File: src/lsgs_pkg.sv
`default_nettype none
package lsgs_pkg;

    // scan limits
    localparam int MAX_SAMPLES = 1024;
    localparam int SIZE_W      = 11;
    localparam int ANGLE_W     = 24;
    localparam int CFG_W       = 23;
    localparam int CFG_IDX_W   = 3;

    // steering arithmetic widths
    localparam int PROD_W = 41;
    localparam int NUM_W  = 42;
    localparam int MAG_W  = 41;
    localparam int LO_W   = 21;
    localparam int DVD_W  = 57;
    localparam int DVS_W  = 35;
    localparam int CNT_W  = 6;
    localparam logic [17:0] MILLI_SCALE = 18'd256000;

    // configuration register indexes
    typedef enum logic [CFG_IDX_W-1:0] {
        REG_START_ANGLE   = 3'd0,
        REG_ANGLE_STEP    = 3'd1,
        REG_END_ANGLE     = 3'd2,
        REG_RANGE_CEILING = 3'd3,
        REG_GAP_TOLERANCE = 3'd4,
        REG_SAFE_DISTANCE = 3'd5,
        REG_TOP_SPEED     = 3'd6,
        REG_TURN_GAIN     = 3'd7
    } cfg_reg_t;

    // configuration reset values
    localparam logic signed [22:0] START_ANGLE_RST = -23'sd2094395;
    localparam logic [16:0]        ANGLE_STEP_RST  = 17'd6136;
    localparam logic signed [22:0] END_ANGLE_RST   = 23'sd2094395;
    localparam logic [15:0]        CEILING_RST     = 16'd4000;
    localparam logic [15:0]        TOLERANCE_RST   = 16'd300;
    localparam logic [15:0]        SAFE_RST        = 16'd500;
    localparam logic [15:0]        TOP_SPEED_RST   = 16'd500;
    localparam logic [15:0]        TURN_GAIN_RST   = 16'd256;

    typedef struct packed {
        logic [15:0] range_mm;
        logic        range_invalid;
        logic        last_sample;
    } in_item_t;

    typedef struct packed {
        logic [15:0]        linear_speed;
        logic signed [15:0] steer_rate;
        logic [15:0]        nearest_range;
        logic [SIZE_W-1:0]  gap_samples;
        logic [15:0]        gap_top_range;
    } out_item_t;

    typedef struct packed {
        logic signed [ANGLE_W-1:0] rt;
        logic signed [ANGLE_W-1:0] lt;
        logic [15:0]               rd;
        logic [15:0]               ld;
        logic [15:0]               top;
        logic [SIZE_W-1:0]         size;
    } space_t;

    typedef enum logic [2:0] {
        S_SCAN,
        S_PROD,
        S_SUM,
        S_SCALE,
        S_LOAD,
        S_DIV,
        S_FINISH
    } state_t;

    typedef struct packed {
        logic take;
        logic prod;
        logic sum;
        logic scale;
        logic load_div;
        logic div_step;
        logic load_out;
    } cmd_t;

    typedef struct packed {
        logic div_last;
        logic out_free;
    } stat_t;

    // candidate space replaces the best one
    function automatic logic space_wins(space_t cand, space_t best, logic best_valid);
        space_wins = !best_valid || (cand.top > best.top) ||
                     ((cand.top == best.top) && (cand.size > best.size));
    endfunction

endpackage
`default_nettype wire

File: src/lsgs_ctrl.sv
`default_nettype none
module lsgs_ctrl
(
    input  wire logic             clk,
    input  wire logic             rst_n,
    input  wire logic             in_valid,
    input  wire logic             in_last,
    input  wire lsgs_pkg::stat_t  stat,
    output lsgs_pkg::cmd_t        cmd,
    output logic                  in_stall
);
    import lsgs_pkg::*;

    state_t state_reg;
    state_t state_next;

    // state register
    always_ff @(posedge clk or negedge rst_n)
    begin
        if (!rst_n)
        begin
            state_reg <= S_SCAN;
        end
        else
        begin
            state_reg <= state_next;
        end
    end

    // next state
    always_comb
    begin
        state_next = state_reg;
        unique case (state_reg)
            S_SCAN:
            begin
                if (in_valid && in_last)
                begin
                    state_next = S_PROD;
                end
            end
            S_PROD:   state_next = S_SUM;
            S_SUM:    state_next = S_SCALE;
            S_SCALE:  state_next = S_LOAD;
            S_LOAD:   state_next = S_DIV;
            S_DIV:
            begin
                if (stat.div_last)
                begin
                    state_next = S_FINISH;
                end
            end
            S_FINISH:
            begin
                if (stat.out_free)
                begin
                    state_next = S_SCAN;
                end
            end
            default:  state_next = S_SCAN;
        endcase
    end

    // commands
    always_comb
    begin
        cmd      = '0;
        in_stall = 1'b1;
        unique case (state_reg)
            S_SCAN:
            begin
                in_stall = 1'b0;
                cmd.take = in_valid;
            end
            S_PROD:   cmd.prod = 1'b1;
            S_SUM:    cmd.sum = 1'b1;
            S_SCALE:  cmd.scale = 1'b1;
            S_LOAD:   cmd.load_div = 1'b1;
            S_DIV:    cmd.div_step = 1'b1;
            S_FINISH: cmd.load_out = stat.out_free;
            default:  cmd = '0;
        endcase
    end

endmodule
`default_nettype wire

File: config.mk
export PLATFORM = sky130hd
export DESIGN_NAME = lsgs_ctrl
export DESIGN_NICKNAME = d
export VERILOG_FILES = /design/src/lsgs_pkg.sv /design/src/lsgs_ctrl.sv
export SDC_FILE = /design/constraint.sdc
export NUM_CORES = 1
export LEC_CHECK = 0
export BUFFER_PORTS_ARGS = -buffer_cell sky130_fd_sc_hd__buf_2
export CAP_MARGIN = 0
export CORE_AREA = 2 2 39 41
export CTS_CLUSTER_DIAMETER = 120
export CTS_CLUSTER_SIZE = 20
export DETAILED_ROUTE_END_ITERATION = 8
export DIE_AREA = 0 0 41 43
export PLACE_DENSITY = 0.44
export SKIP_LAST_GASP = 1
export SLEW_MARGIN = 20
export SYNTH_ARGS = -nofsm -noshare
export SYNTH_HDL_FRONTEND = slang
export SYNTH_SLANG_ARGS = --single-unit
export TNS_END_PERCENT = 1
File: constraint.sdc
create_clock -name clk -period 1.3 [get_ports clk]
set_input_delay 0.065 -clock clk [delete_from_list [all_inputs] [get_ports clk]]
set_output_delay 0.065 -clock clk [all_outputs]
set_load 0.01 [all_outputs]
==> summary.md <==
| Metric | Value |
|---|---|
| CTS Buffer Depth | 2 |
| Gate power share | roughly three fifths |
| Die W | 41 µm |
| Crit path kind | register to primary output |
| GRT overflow | 0 |
| DR vias | between 200 and 250 |
| Vias/cell | 3.90 |
| Filler instances | 146 |
| Period minus WS final | between 1 and 1.5 ns |
| Worst Path Max Fanout | 3 |
| Crit path DAT | 1.21 ns |
| # nets final | 51 |
| WP data required | roughly 1.2 ns |
| Avg Cell Area, Syn | 9.36 µm² |
| Ant. Diodes | 0 |
| Initial antenna violation count | 0 |
| Hold Crit Class | input port to register |
| Core area | approximately 1400 µm² |
| Synth Instances | 25 |
| R2r setup slk | 0.22 ns |
| PD cells | between 2000 and 2500 nW/µm² |
| Seq/Total Area, Yosys | 32.1% |
| Most frequent cells in the layout | buf_2 (13), buf_4 (4), nor3b_1 (3), clkbuf_4 (3), dfrtp_1 (3) |
| RSZ-0062 raised after global routing | yes |
| Peak supply drop | between 0.7 and 0.8 mV |
| FF+latch count, synth | 3 |
| Fmax | 0.787 GHz |
| Hold Path Depth | 3 |
| Largest register FFs | 3 |
| Worst setup SP type | register |
| DIE AREA | 1760 µm² |
| Fin util | 25.9% |
| First-pass GRT wire length | between 800 and 900 µm |
| Worst Setup End Kind | primary output |
| Synthesized Nets | 31 |
| Clock sink count | 3 |
| Reg clk slew, reported paths | 0.04 ns |
| Final Cell Area | 359 µm² |
| Leakage | 0.189 nW |
| Hold Startpoint | stat[0] |
| Worst hold endpoint | state_reg[1] |
| Distinct cells, synth | 18 |
| Actual slew at the worst max-slew pin | 0.148 ns |
| Layout cells sized above 1 | 54.5% |
| Yosys Warn Count | 0 |
| Syn-to-layout area delta | 53.5% |
| Final WL | 528 µm |
| R2r endpoint | state_reg[0] |
| Synth Cell Area | 234 µm² |
| ANT nets after route | 0 |
| Internal power | 0.000547 W |
| Post-cts sizing count | 0 |
| Relative slew slack | roughly nine tenths |
| DR DRC count | 0 |
| Clock power frac | 18.2% |
| Wirelength per Cell | a little under 9 µm |
| Switching Share | 38.9% |
| Largest net degree at the start of global routing | 11 |
| Pre-Repair DR Iteration Count | 1 |
| Sequential group share of total power | 20.8% |
| TritonCTS clock tree | yes |
| Initial Util | 16.9% |
| Area after DPL | 315 µm² |
| Die boundary height | approximately 43 µm |
| Sequential cell area | 75.1 µm² |
| Setup Skew | 0.00179 ns |
| CTS Root Cell | clkbuf_4 |
| Port bufs | 13 |
| FF-to-FF Start | state_reg[2] |
| Max H-tree Level | 1 |
| Fin. max-slew vios | 0 |
| Ports | 14 |
| Row count | 14 |
| Status | finished, final reports clean |
| Post-route clock period utilization | 97.7% |
| Multi-input logic area | 129 µm² |
| All-layer global routing usage | approximately 8.3% |
| Total CTS buffers | 3 |
| DRC violation total after the first TritonRoute iteration | 0 |
| Commonest non-fill, non-tap cell in the layout | buf_2 |
| Final Hold Viols | 0 |
| Vias in the first global route | 203 |
| R2R depth | 3 |
| NetSw | approximately 0.00035 W |
| Latest clock arrival within the worst-skew pair | 0.23 ns |
| Gpl congestion | between 0.7 and 0.8 |
| Final setup fails | 0 |
| Max_cap viols | 0 |
-- layout make-up --
class	count	share of cell area [%]
timing repair buffer	18	29.3
clock buffer	4	7.32
inverter	1	1.05
sequential	3	20.9
tap	16	5.57
multi-input combinational	18	35.9
-- worst max-delay path, cell delays in order (launching register included) --
cell and delay, ns:
dfrtp_1 0.38, or3_4 0.39, nor2_2 0.07, buf_2 0.12
-- through the flow --
step / setup TNS, ns / setup slack [ns] / std cells / hold WS (ns) / total power, W
after global routing: -0.0394 / -0.0394 / 60 / 0.146 / 0.000994
final: 0 / 0.0295 / 60 / 0.133 / 0.000895
after detailed placement: 0 / 0.261 / 54 / -0.137 / 0.000710
after floorplan: 0 / 0.310 / 25 / -0.231 / 0.000583
after CTS: 0 / 0.00885 / 59 / 0.126 / 0.000885
after global placement: 0 / 0.259 / 54 / -0.133 / 0.000719
-- power groups by stage --
stage	logic [W]	clock network (W)	registers [W]
floorplan	0.000411	0	0.000173
global placement	0.000531	0	0.000188
detailed placement	0.000526	0	0.000184
CTS	0.000530	0.000171	0.000185
global route	0.000620	0.000182	0.000191
finish	0.000546	0.000162	0.000186
-- cells by family after synthesis --
family	count (synthesis)	synth area share, %
compound gates	4	11.8
xor+xnor	1	3.74
simple gates	12	35.3
flops	3	32.1
buf+inv	4	12.8
mux	1	4.28
-- timing repair --
action,in CTS,in global routing
endpoints found under the setup margin,0,1
hold buffers,1,0
setup buffers,0,1
endpoints found under the hold margin,3,0
-- how the worst max path moves through the flow --
stage,from,end,slack (ns),depth (start not counted)
global placement,state_reg[2],cmd[6],0.26,3
floorplan,state_reg[2],cmd[6],0.31,2
CTS,state_reg[0],cmd[6],0.009,3
global route,state_reg[2],cmd[6],-0.04,3
finish,state_reg[2],cmd[6],0.03,3
detailed placement,state_reg[0],cmd[6],0.26,3
-- per-layer routing --
metal,GRT usage (%),part of all wire (%),routed length (µm)
met5,0,0,0
met2,7.81,37,194
met4,8.00,0,0
met1,10.4,48,255
met3,6.81,15,78
-- cells in the mapped netlist --
cell	count	area, µm²
a21oi_1	1	5.00
buf_4	2	15.0
nor2_2	1	6.26
inv_1	1	3.75
and4b_1	1	10.0
nor2_1	1	3.75
nor3b_1	3	22.5
dfrtp_1	3	75.1
xnor2_1	1	8.76
a31oi_1	2	12.5
mux2i_1	1	10.0
and3b_1	1	8.76
buf_6	1	11.3
nand2_1	2	7.51
a211o_2	1	10.0
or3_4	1	11.3
and3_1	1	6.26
or2_2	1	6.26
Note: power is estimated with default switching activity, not from simulation.
